### src/hw/rtl/ctc_pkg.sv
// ----------------------------------------------------------------------------
// ctc_pkg
// Shared types, constants and the month-length lookup for the calendar
// time counter.
// ----------------------------------------------------------------------------
`timescale 1ns / 1ps

package ctc_pkg;

  // Field widths
  localparam int SecW   = 6;
  localparam int MinW   = 6;
  localparam int HourW  = 5;
  localparam int DayW   = 5;
  localparam int MonthW = 4;
  localparam int YearW  = 8;
  localparam int ModeW  = 2;

  // Rollover limits
  localparam logic [SecW:0]   SEC_LIMIT    = 7'd60;
  localparam logic [MinW:0]   MIN_LIMIT    = 7'd60;
  localparam logic [HourW:0]  HOUR_LIMIT   = 6'd24;
  localparam logic [MonthW:0] MONTH_LIMIT  = 5'd13;
  localparam logic [SecW-1:0] WAKE_SECONDS = 6'd45;

  // Operation codes
  typedef enum logic {
    OP_TICK = 1'b0,
    OP_LOAD = 1'b1
  } op_t;

  // Receiver mode codes
  typedef enum logic [ModeW-1:0] {
    MODE_OFF    = 2'd0,
    MODE_HOURLY = 2'd1,
    MODE_ON     = 2'd2,
    MODE_SPARE  = 2'd3
  } mode_t;

  // Reset values of the calendar
  localparam logic [SecW-1:0]   RST_SEC   = 6'd0;
  localparam logic [MinW-1:0]   RST_MIN   = 6'd0;
  localparam logic [HourW-1:0]  RST_HOUR  = 5'd0;
  localparam logic [DayW-1:0]   RST_DAY   = 5'd1;
  localparam logic [MonthW-1:0] RST_MONTH = 4'd1;
  localparam logic [YearW-1:0]  RST_YEAR  = 8'd8;

  // Month lengths; month zero has none, months above twelve count as 31
  localparam logic [DayW-1:0] MONTH_LEN [16] = '{
    5'd0,  5'd31, 5'd28, 5'd31, 5'd30, 5'd31, 5'd30, 5'd31,
    5'd31, 5'd30, 5'd31, 5'd30, 5'd31, 5'd31, 5'd31, 5'd31
  };

  // Days in the given month, February gets 29 in years divisible by four
  function automatic logic [DayW-1:0] days_in_month(
    input logic [MonthW-1:0] month,
    input logic [YearW-1:0]  year
  );
    logic [DayW-1:0] len;
    len = MONTH_LEN[month];
    if (month == 4'd2 && year[1:0] == 2'b00) begin
      len = 5'd29;
    end
    return len;
  endfunction

endpackage

### src/hw/rtl/calendar_time_counter.sv
// ----------------------------------------------------------------------------
// calendar_time_counter
// Real-time clock calendar: one-second ticks advance seconds through year
// with a carry cascade; a load writes the whole date and time, a hold keeps it.
// ----------------------------------------------------------------------------
//  Channel | Handshake             | Payload
//  --------+-----------------------+---------------------------------------
//  input   | in_valid / in_ready   | op, hold, load_seconds .. load_year
//  result  | out_valid / out_ready | now_seconds .. now_year, wake_receiver
//  config  | cfg_valid / cfg_ready | cfg_data (receiver mode)
//
//  One transaction per cycle unless the result is stalled: the carry cascade
//  runs in the accept cycle and the result lands in the output register.
//  in_ready is high while the output register is empty or being drained.
//  Synchronous reset sets 2008-01-01 00:00:00, receiver mode always on.
//  A stalled result holds its payload; cfg_ready is always high.
// ----------------------------------------------------------------------------
`timescale 1ns / 1ps

module calendar_time_counter
  import ctc_pkg::*;
(
  input  logic              clk,
  input  logic              rst,
  // configuration
  input  logic              cfg_valid,
  output logic              cfg_ready,
  input  logic [ModeW-1:0]  cfg_data,
  // input transactions
  input  logic              in_valid,
  output logic              in_ready,
  input  logic              op,
  input  logic              hold,
  input  logic [SecW-1:0]   load_seconds,
  input  logic [MinW-1:0]   load_minutes,
  input  logic [HourW-1:0]  load_hours,
  input  logic [DayW-1:0]   load_day,
  input  logic [MonthW-1:0] load_month,
  input  logic [YearW-1:0]  load_year,
  // result transactions
  output logic              out_valid,
  input  logic              out_ready,
  output logic [SecW-1:0]   now_seconds,
  output logic [MinW-1:0]   now_minutes,
  output logic [HourW-1:0]  now_hours,
  output logic [DayW-1:0]   now_day,
  output logic [MonthW-1:0] now_month,
  output logic [YearW-1:0]  now_year,
  output logic              wake_receiver
);

  logic [ModeW-1:0]  receiver_mode;
  logic [SecW-1:0]   sec_count,   sec_count_next;
  logic [MinW-1:0]   min_count,   min_count_next;
  logic [HourW-1:0]  hour_count,  hour_count_next;
  logic [DayW-1:0]   day_count,   day_count_next;
  logic [MonthW-1:0] month_count, month_count_next;
  logic [YearW-1:0]  year_count,  year_count_next;
  logic              wake_next;
  logic              in_accept;

  assign cfg_ready = 1'b1;
  assign in_ready  = !out_valid || out_ready;
  assign in_accept = in_valid && in_ready;

  // Configuration register
  always_ff @(posedge clk) begin
    if (rst) begin
      receiver_mode <= MODE_ON;
    end else if (cfg_valid) begin
      receiver_mode <= cfg_data;
    end
  end

  // Next calendar state: load, hold or carry cascade
  always_comb begin
    logic [SecW:0]   s;
    logic [MinW:0]   m;
    logic [HourW:0]  h;
    logic [DayW:0]   d;
    logic [MonthW:0] mo;
    logic [YearW:0]  y;
    logic [DayW:0]   len_plus;

    // cascade, checks made on every advancing tick with unclipped values
    s  = {1'b0, sec_count} + 7'd1;
    m  = {1'b0, min_count};
    h  = {1'b0, hour_count};
    d  = {1'b0, day_count};
    mo = {1'b0, month_count};
    y  = {1'b0, year_count};
    len_plus = {1'b0, days_in_month(month_count, year_count)} + 6'd1;
    if (s >= SEC_LIMIT) begin
      s = '0;
      m = m + 7'd1;
    end
    if (m >= MIN_LIMIT) begin
      m = '0;
      h = h + 6'd1;
    end
    if (h >= HOUR_LIMIT) begin
      h = '0;
      d = d + 6'd1;
    end
    if (d >= len_plus) begin
      d  = 6'd1;
      mo = mo + 5'd1;
    end
    if (mo >= MONTH_LIMIT) begin
      mo = 5'd1;
      y  = y + 9'd1;
    end

    if (op_t'(op) == OP_LOAD) begin
      sec_count_next   = load_seconds;
      min_count_next   = load_minutes;
      hour_count_next  = load_hours;
      day_count_next   = load_day;
      month_count_next = load_month;
      year_count_next  = load_year;
    end else if (hold) begin
      sec_count_next   = sec_count;
      min_count_next   = min_count;
      hour_count_next  = hour_count;
      day_count_next   = day_count;
      month_count_next = month_count;
      year_count_next  = year_count;
    end else begin
      sec_count_next   = s[SecW-1:0];
      min_count_next   = m[MinW-1:0];
      hour_count_next  = h[HourW-1:0];
      day_count_next   = d[DayW-1:0];
      month_count_next = mo[MonthW-1:0];
      year_count_next  = y[YearW-1:0];
    end

    // wake flag on the time after the step
    wake_next = (mode_t'(receiver_mode) == MODE_HOURLY) &&
                (min_count_next == '0) && (sec_count_next >= WAKE_SECONDS);
  end

  // Calendar state
  always_ff @(posedge clk) begin
    if (rst) begin
      sec_count   <= RST_SEC;
      min_count   <= RST_MIN;
      hour_count  <= RST_HOUR;
      day_count   <= RST_DAY;
      month_count <= RST_MONTH;
      year_count  <= RST_YEAR;
    end else if (in_accept) begin
      sec_count   <= sec_count_next;
      min_count   <= min_count_next;
      hour_count  <= hour_count_next;
      day_count   <= day_count_next;
      month_count <= month_count_next;
      year_count  <= year_count_next;
    end
  end

  // Output register valid
  always_ff @(posedge clk) begin
    if (rst) begin
      out_valid <= 1'b0;
    end else if (in_accept) begin
      out_valid <= 1'b1;
    end else if (out_ready) begin
      out_valid <= 1'b0;
    end
  end

  // Output register payload
  always_ff @(posedge clk) begin
    if (in_accept) begin
      now_seconds   <= sec_count_next;
      now_minutes   <= min_count_next;
      now_hours     <= hour_count_next;
      now_day       <= day_count_next;
      now_month     <= month_count_next;
      now_year      <= year_count_next;
      wake_receiver <= wake_next;
    end
  end

endmodule

### config.mk
export PLATFORM = sky130hd
export DESIGN_NAME = calendar_time_counter
export DESIGN_NICKNAME = d
export VERILOG_FILES = /design/src/hw/rtl/ctc_pkg.sv /design/src/hw/rtl/calendar_time_counter.sv
export SDC_FILE = /design/constraint.sdc
export NUM_CORES = 1
export LEC_CHECK = 0
export ABC_AREA = 1
export BUFFER_PORTS_ARGS = -buffer_cell sky130_fd_sc_hd__buf_2
export CORE_MARGIN = 2
export CORE_UTILIZATION = 54
export CTS_CLUSTER_DIAMETER = 50
export DETAILED_ROUTE_END_ITERATION = 10
export GPL_ROUTABILITY_DRIVEN = 1
export PLACE_DENSITY = 0.83
export SKIP_CTS_REPAIR_TIMING = 1
export SYNTH_ARGS = -nofsm -noshare
export SYNTH_HDL_FRONTEND = slang
export SYNTH_SLANG_ARGS = --single-unit
export TNS_END_PERCENT = 50
### constraint.sdc
create_clock -name clk -period 9.03 [get_ports clk]
set_clock_uncertainty 0.2 [all_clocks]
set_input_delay 1.806 -clock clk [delete_from_list [all_inputs] [get_ports clk]]
set_output_delay 1.806 -clock clk [all_outputs]
set_load 0.05 [all_outputs]
==> run summary, run 1 <==
The worst ir drop on vdd came out at 0.000102 V. TritonCTS built the clock tree. The multi-input logic area came out at 0.00210 sq mm. At the end of the flow, the number of nets in the layout was 698. Sorting the synthesized cells by how often they occur yields 105 x nand2_1, 81 x inv_1, 61 x a21oi_1. The max-slew violation total from the final report is 0. The cell taking the most area after synthesis is edfxtp_1. The number of cells in the design after placement is 729. Static timing analysis puts the maximum clock frequency at 196 MHz. STA classifies the critical path startpoint as a flip-flop. The flip-flop and latch count after synthesis is 72. During I/O placement, the number of pins put on the boundary was 81. Once the floorplan was initialized, standard cells occupied 55.7% of the core.

The detailed router placed 4090 vias in this run. The die extent in y is 93.2 microns. The share of the Yosys chip area taken by registers is 41.7%. The total setup violations reported at the end of the flow is 0. The wire length of the first global-routing pass is 17500 microns.

Data on the critical path arrives at its endpoint at 5.13 ns. The library cell with the highest instance count after synthesis is nand2_1. The slew at the pin closest to its max-slew limit is 0.978 ns. The number of distinct standard cells referenced by the synthesized netlist is 37. The number of global-route vias before repair came out at 3846. Entering global routing, the biggest net connects 45 pins.

The total clock buffers created by CTS came out at 9. After floorplanning, the core was divided into 32 placement rows. The detail route stage leaves a number of antenna-violating nets equal to 0. The proportion of power drawn by combinational gates came out at 23.9%. The DRC violations left is 0. The residual overflow from global routing came out at 0. After floorplanning, the core was sized to cover 0.00773 sq mm. The number of flops mapped to enable cells by yosys came out at 35. The relative slew slack came out at 34.6%. The maximum buffer depth of the clock tree came out at 2. The mean post-synth cell area is 7.54 sq um. The clock tree synthesis step divided the H-tree into 3 levels. After synthesis, the cell types taking the most area are edfxtp_1 24%, dfxtp_1 17%, nand2_1 9.2%, a21oi_1 7.1%, inv_1 7.1%.

The die area came out at 0.00869 sq mm. In this run the power spent charging and discharging nets is 289 uW. The critical path is of the flip-flop to flip-flop type. The final routed wire length divided by cell count is 14.1 microns. Net switching is 32.9% of the power.

The post-layout worst setup margin is 3.94 ns. From left edge to right edge, the die measures 93.2 microns. Global routing consumed, over all layers together, 25.0% of the routing resources. The post-synthesis to final-layout area growth came out at 15.0%. The count of synthesis-stage warnings from yosys came out at 0.

The internal power contribution is 589 uW. The placed wire-length estimate is 7250 microns. The hold violation total from the final report came to 0. The congestion estimate from routability-driven global placement came to 0.911. The number of filler instances in the final layout came out at 679. The most numerous cell type found on the critical path is nand2_1. The mapped netlist covers 0.00430 sq mm. The run finished with clean final reports.

Data on the critical path is required at its endpoint by 9.07 ns. The worst setup slack after placement is 4.07 ns. The worst setup path is captured at a flip-flop. The clock-pin slew reported for the worst setup and hold paths after clock tree synthesis came out at 0.08 ns. For this run, the leading register cell type out of synthesis is dfxtp_1. For this run, the detailed router's first-pass iteration total came to 5. The part of the power in registers came out at 44.7%.

The fraction of registers with async set or reset after synthesis came out at 0%. Along the worst path, the maximum fanout reaches 12. The repair_antennas step left the layout with diodes totalling 0. The final core utilization is 64.0%. The cell leakage power came out at 2.41 nW. Across the whole layout, storage elements account for 0.00179 sq mm. The tool flagged a number of max-cap violations equal to 0. The average vias per placed instance is 5.49. CTS placed an instance of clkbuf_8 at the clock tree root. The number of port buffers came out at 79. The overall routed net length is 10500 microns. The initial antenna violation count is 0. Setup repair after global routing left no endpoint under its margin. The post-route clock period utilization came out at 56.4%. The layout cell share with drive strength beyond 1 is 19.4%. Excluding fillers, the count of instances in the completed layout stands at 745. The clock sink count came out at 72.

Dividing total power by cell area gives a power density of 178 mW/mm^2. The number of instances in the synthesized netlist came out at 570. The setup total negative slack is 0 ns. For the worst-skew pair, the clock arrives at the later sink with an insertion delay of 0.35 ns.

In this run, the number of DRC markers left after iteration 0 of detailed routing was 320. The final total power is 878 uW. The stage delay of the slowest cell on the critical path is 0.43 ns. The number of nets in the synthesized netlist is 630.

The worst hold path belongs to the class flip-flop to flip-flop. The clock network fraction of design power is 31.3%. Among all stages on the critical path, the largest delay is contributed by dfxtp_1. The top-area cell type share of the netlist area came out at 24.4%. The final critical delay including setup and external delays came out at 5.09 ns.
==> routing by layer <==
layer / routed length [microns] / vias to the layer above / track usage (%)
li1: - / 2030 / -
met1: 4560 / 1863 / 33.1
met2: 5010 / 175 / 41.3
met3: 696 / 22 / 3.79
met4: 198 / 0 / 9.68
met5: 0 / - / 0
==> critical path: cells and delay by family (launching register included) <==
| kind | cells | cell delay (ns) |
|---|---|---|
| adder cells (fa/ha/maj) | 2 | 0.51 |
| AND/OR/NAND/NOR | 21 | 2.66 |
| flip-flops | 1 | 0.43 |
| AO/OA/AOI/OAI | 4 | 0.74 |
| buffers and inverters | 3 | 0.16 |
| XOR/XNOR | 1 | 0.24 |
==> power groups by stage <==
stage | registers [mW] | clock network [mW] | logic [mW]
2_1_floorplan | 0.443 | 0 | 0.114
3_3_place_gp | 0.398 | 0 | 0.203
3_5_place_dp | 0.399 | 0 | 0.209
4_1_cts | 0.393 | 0.276 | 0.209
5_1_grt | 0.396 | 0.291 | 0.236
6_report | 0.393 | 0.275 | 0.210
==> area by class of cell <==
class	count	area share [%]
Clock buffer	11	2.66
Multi-Input combinational cell	390	42.4
Timing Repair Buffer	80	8.15
Clock inverter	5	1.49
Inverter	85	6.45
Tap cell	102	2.58
Sequential cell	72	36.2
==> sequential cells by signal, indices dropped and copies added, names as in the netlist, 6 cells and up <==
name and flops:
min_count 6, sec_count 6, now_year 8, now_minutes 6, now_seconds 6, year_count 8
==> per-stage QoR <==
stage	hold slack (ns)	cell area (sq um)
global route	0.330	4940
detailed placement	0.275	4740
CTS	0.293	4940
finish	0.293	4940
floorplan	0.230	4300
global placement	0.264	4740
==> layout by cell type (no fill, tap or decap), types with 2 or more instances in the layout <==
cell type,count
nand4_1,10
o21ai_0,45
nand2_2,9
edfxtp_1,35
clkbuf_8,9
nand2_4,4
o21a_1,3
o211ai_1,4
xor2_1,14
dfxtp_1,37
o21ai_1,3
and2_1,2
or2_2,8
nand2_1,105
nor2_1,30
inv_2,5
bufinv_16,2
nand3_1,53
clkinv_2,2
o31ai_1,2
a21oi_1,61
nor4_1,2
clkbuf_1,2
nor3_1,5
buf_2,79
inv_1,80
a211oi_1,2
nand3_2,2
ha_1,17
==> worst paths after layout <==
check	from	to	slack, ns	cells after the start
worst max register to register	sec_count[0]$_SDFFE_PP0P_	year_count[1]$_SDFFE_PP0P_	3.94	31
worst max-delay path	sec_count[0]$_SDFFE_PP0P_	year_count[1]$_SDFFE_PP0P_	3.94	31
worst min register to register	receiver_mode[1]$_SDFFE_PP1P_	receiver_mode[1]$_SDFFE_PP1P_	0.29	2
worst min-delay path	receiver_mode[1]$_SDFFE_PP1P_	receiver_mode[1]$_SDFFE_PP1P_	0.29	2
==> kinds of logic after synthesis <==
| kind of cell | Yosys count | synth area share [%] |
|---|---|---|
| and+or+nand+nor | 232 | 25.0 |
| AOI/OAI and AO/OA | 125 | 15.7 |
| buffers and inverters | 108 | 9.54 |
| DFF | 72 | 41.7 |
| adders and majority gates | 17 | 4.95 |
| xor gates and xnor gates | 15 | 3.06 |
| other | 1 | 0.0872 |
Power figures use the tool's default switching activity.
==> inputs of run 2 (changes only) <==
clock period = 4.9 ns   (was 9.03 ns; I/O delays follow)
==> run 2 against run 1 <==
Net effect: design area increased by 3.4%; global-route usage increased by 0.70 points; critical path depth increased by 2.
==> run summary, run 2 (same netlist as run 1, synthesis figures left out) <==
Setup violations remaining at the end of the flow were counted as 0. In this run the clock root is driven by a clkbuf_8. The overall routed net length is 10900 microns. The global-route met2 utilization came out at 42.7%.

In the layout the commonest cells are 99 x nand2_1, 80 x inv_1, 79 x buf_2, 59 x a21oi_1, 52 x nand3_1. In the global route stage, overall resource usage came out at 25.7%. The maximum buffer depth of the clock tree is 2. The final routed wire length divided by cell count came out at 14.4 microns.

The die is 93.2 microns tall. The relative slew slack is 47.2%. After clock tree synthesis, the clock-pin slew on the worst setup and hold paths is 0.08 ns. The worst ir drop on vdd came out at 0.000159 V. Once layout is complete, the cells apart from fillers number 754.

The worst setup path is launched from a flip-flop. The detailed router finished its first iteration with 276 violations. The worst path uses 92.9% of the clock period. The run finished with clean final reports. Global routing consumed, on the met3 layer, 5.40% of the routing resources. Based on the critical path, the design can be clocked at up to 220 MHz. The max-slew violation total from the final report came to 0.

The post-synthesis to final-layout area growth came out at 18.9%. The number of port buffers came out at 79. The largest individual stage delay along the critical path comes from the cell dfxtp_2.

The layer flagged by global routing as most heavily used is met2. The layout cell share with drive strength beyond 1 came out at 23.2%. The final critical delay including setup and external delays came out at 4.55 ns. The signal arrival time at the worst endpoint is 4.60 ns. The congestion estimate from routability-driven global placement came to 0.957. In the routed layout, each cell is associated on average with a via count of 5.49. 0 antenna diodes ended up in the layout. The data required time at the worst endpoint came out at 4.94 ns. The DRC violations left is 0. By startpoint and endpoint, the worst setup path is classified as flip-flop to flip-flop. The horizontal die dimension is 93.2 microns. The latest clock arrival within the worst-skew pair came out at 0.35 ns. The number of cells in the design after placement came out at 731.

The maximum number of pins on one net before global-route repair came out at 45. The total number of vias came out at 4137. The number of clock buffers added by TritonCTS is 9. The hold violation total from the final report came out at 0.

81 I/O pins were placed. Across the run, the number of max-cap violations was 0. The area of the placeable core is 0.00773 sq mm. The most common cell after layout, fill and taps aside is nand2_1. The slew at the pin closest to its max-slew limit came out at 0.792 ns.

The residual overflow from global routing is 0. The site row count came out at 32. TritonCTS built the clock tree.

Of all nets on the critical path, the largest fanout is 9. The count of nets after finishing came out at 707. The largest registers in the layout are now_year (8), year_count (8). The stage delay of the slowest cell on the critical path came out at 0.37 ns. In this run the worst hold path is classified as flip-flop to flip-flop. Global routing consumed, on the met1 layer, 33.1% of the routing resources. The HPWL after detailed placement is 7410 microns. The worst-case hold slack came out at 0.290 ns.

The power per cell area came out at 323 mW/mm^2. The first global-routing pass estimated 18000 microns of wire. The sort of element at the end of the critical path is a flip-flop. The effective utilization at floorplan is 55.7%. Once detail routing completed, the nets flagged for antenna violations numbered 0.

The cell leakage power came out at 2.48 nW. At the end of the flow the core is filled with cells to 66.2%. The number of global-route vias before repair came out at 3960. In this run the number of H-tree levels came out at 3. The die covers 0.00869 sq mm. The count of TritonRoute iterations in the first routing pass came out at 6. The tree built by TritonCTS fans out to 72 sinks. Setup repair after global routing could not meet its margin everywhere. The initial antenna violation count came out at 0.
-- run 2: metal layers --
| layer | vias up | wire length, microns |
|---|---|---|
| li1 | 2051 | - |
| met1 | 1871 | 4640 |
| met2 | 188 | 5250 |
| met3 | 27 | 757 |
| met5 | - | 0 |
| met4 | 0 | 248 |
-- run 2: area by class of cell --
cell class	count	area, sq um
Clock inverter	5	81.3
Clock buffer	11	131
Fill cell	650	2610
Timing Repair Buffer	88	475
Sequential cell	72	1800
Multi-Input combinational cell	391	2180
Tap cell	102	128
Inverter	85	319
-- run 2: final timing paths --
path	start	end	slack (ns)	cells past startpoint
setup reg to reg	sec_count[1]$_SDFFE_PP0P_	year_count[5]$_SDFFE_PP0P_	0.35	33
setup / recovery	sec_count[1]$_SDFFE_PP0P_	year_count[5]$_SDFFE_PP0P_	0.35	33
hold reg to reg	receiver_mode[1]$_SDFFE_PP1P_	receiver_mode[1]$_SDFFE_PP1P_	0.29	2
hold / removal	receiver_mode[1]$_SDFFE_PP1P_	receiver_mode[1]$_SDFFE_PP1P_	0.29	2
-- run 2: critical path, delay by kind of cell (launching register included) --
kind,cells,cell delay [ns]
AO/OA/AOI/OAI,3,0.50
XOR/XNOR,1,0.10
adder cells (fa/ha/maj),2,0.50
buffers and inverters,5,0.35
flip-flops,1,0.37
AND/OR/NAND/NOR,22,2.38
-- run 2: through the flow --
step	cell area (sq um)	setup TNS (ns)	setup WS, ns	total power [mW]
6_report	5110	0	0.349	1.65
5_1_grt	5110	-0.290	-0.0767	1.73
4_1_cts	4980	-0.00540	-0.00540	1.63
3_5_place_dp	4770	0	0.0644	1.13
3_3_place_gp	4770	0	0.443	1.11
2_1_floorplan	4300	0	0.833	1.03
-- run 2: power breakdown --
group	leakage, nW	switching [mW]	internal (mW)
Sequential	0.652	0.0381	0.688
Clock	0.104	0.223	0.287
Combinational	1.72	0.289	0.126
==> inputs of run 3 (changes only) <==
CORE_ASPECT_RATIO = 0.7   (was not set)
SETUP_SLACK_MARGIN = 0.2   (was not set)
==> run 3 against run 2 <==
Net effect: global-route usage fell by 0.36 points; via count hardly changed; utilization increased by 1.5 points; critical path depth increased by 2; routed wire length increased by 3.6%; largest power group unchanged; sequential power barely moved; combinational power increased by 3%; final cell count is 0.40% higher; clock-buffer cell count shrank 2.
==> run summary, run 3 (same netlist as run 1, synthesis figures left out) <==
The run finished with clean final reports. The combined buffer and inverter count along the critical path is 7. The biggest fanout along the worst timing path is 8. The iteration-0 DRC count of the detailed router is 282. The region available for standard cell placement spans 0.00780 sq mm. The number of port buffers came out at 79. The count of TritonRoute iterations in the first routing pass is 6. The average vias per placed instance is 5.46. The initial utilization of the core area, before any placement, comes to 55.1%. After legalization and detailed placement, the total HPWL measured 7550 microns. The layout cell share with drive strength beyond 1 is 24.8%. Clock-pin slew was measured on the worst setup and hold paths at 0.06 ns. After the flow finishes, the layout carries non-filler instances totaling 757. The worst ir drop on vdd is 0.000195 V.

Including well taps, the total number of placed cells is 730. The wire length of the first global-routing pass came out at 17900 microns. The stage delay of the slowest cell on the critical path is 0.39 ns. The cell type of the slowest stage on the worst timing path is dfxtp_4. For the final routed database, the setup TNS stands at 0 ns. The library cells used most frequently in the layout, excluding fill and tap cells, are 98 x nand2_1, 80 x inv_1, 79 x buf_2, 60 x a21oi_1, 49 x nand3_1. Counting every sink on the clock net gives 72.

The longest clock path from root to sink contains 2 buffers. 0 antenna diodes ended up in the layout. The total setup violations reported at the end of the flow is 0. Setup repair after global routing could not meet its margin everywhere.

The largest registers in the layout are now_year (8), year_count (8). The DRC violations left is 0. The slew at the pin closest to its max-slew limit came out at 0.740 ns. The maximum number of pins on one net before global-route repair came out at 43. The worst setup path is launched from a flip-flop. The count of nets after finishing came out at 711. From synthesis to final layout, the design area changed by 22.9%. The horizontal die dimension came out at 111 microns. The I/O pin count is 81. The total of max-cap violations is 0.

Broken down by cell family, the worst path's largest delay share belongs to simple AND/OR/NAND/NOR gates. The library cell used most frequently in the layout, excluding fill and tap cells, is nand2_1. The peak clock frequency supported by timing is 222 MHz. The worst hold path cell count came out at 2. The kind of critical path is flip-flop to flip-flop. The number of H-tree levels came out at 3. The global-route usage over all layers is 25.4%.

The initial antenna violation count is 0. The later pin in the worst-skew pair is clocked with a latency of 0.34 ns. STA classifies the critical path endpoint as a flip-flop. The final critical delay including setup and external delays is 4.51 ns.

The cell leakage power is 2.54 nW. The worst hold path belongs to the class flip-flop to flip-flop. TritonCTS built the clock tree. In the final routed layout, each cell accounts on average for 14.9 microns. For this design the ratio of total power to cell area is 354 mW/mm^2. The max-slew violation total from the final report is 0.

The final route contains 4133 vias. The tree is rooted in a clkbuf_16. The relative slew slack came out at 50.7%. At the end of routability-driven placement, the weighted congestion stood at 0.929.

The die covers 0.00871 sq mm. The number of global-route vias before repair is 3787. The total stage count of the critical path came out at 35. The post-route clock period utilization is 92.0%. The hold violation total from the final report is 0. The count of antenna-violating nets left after detailed routing is 0. The total clock buffers created by CTS is 9. The overall routed net length came out at 11300 microns.

The most numerous cell on the critical path is nand2_1. The signal arrival time at the worst endpoint came out at 4.41 ns. The residual overflow from global routing is 0.

The depth of the most critical reg-to-reg path came out at 35. For the worst setup path, the data required time is 4.80 ns. The die extent in y is 78.7 microns.

The site row count came out at 27.
run 3: stage by stage:
step	setup slack [ns]	hold WS (ns)	utilization (%)	total power, mW	instance area (sq um)
floorplan	0.833	0.230	-	1.03	4300
global placement	0.414	0.253	60.9	1.11	4750
detailed placement	0.0745	0.271	60.9	1.13	4750
CTS	0.0327	0.283	65.0	1.83	5070
global route	0.105	0.322	67.7	1.96	5280
finish	0.392	0.280	67.7	1.87	5280
run 3: routing by layer:
metal	GRT usage, %	up-vias	share of wire [%]
li1	-	2059	-
met1	35.9	1866	46
met2	38.7	186	43
met3	6.41	22	8.3
met4	7.12	0	2.0
met5	0	-	0
run 3: final timing paths:
check / slack, ns / startpoint / end
max: 0.39 / sec_count[1]$_SDFFE_PP0P_ / now_year[7]$_DFFE_PP_
min: 0.28 / receiver_mode[1]$_SDFFE_PP1P_ / receiver_mode[1]$_SDFFE_PP1P_
max reg2reg: 0.39 / sec_count[1]$_SDFFE_PP0P_ / now_year[7]$_DFFE_PP_
min reg2reg: 0.28 / receiver_mode[1]$_SDFFE_PP1P_ / receiver_mode[1]$_SDFFE_PP1P_
run 3: final cells by class:
type | count | area [sq um]
clock buffer | 9 | 225
clock inverter | 7 | 96.3
tap | 101 | 126
inverter | 85 | 319
fill | 636 | 2520
sequential | 72 | 1800
multi-input combinational | 390 | 2210
timing repair buffer | 93 | 504
run 3: worst register-to-register path: cells and delay by family (launching register included):
family	cells	cell delay (ns)
simple gates	23	2.18
buf+inv	7	0.52
fa+ha+maj	2	0.43
flops	1	0.39
compound gates	2	0.26
xor+xnor	1	0.26
run 3: report_power, final:
group | switching (mW) | total [mW] | internal [mW]
sequential | 0.0389 | 0.728 | 0.689
combinational | 0.295 | 0.429 | 0.133
clock | 0.267 | 0.712 | 0.445
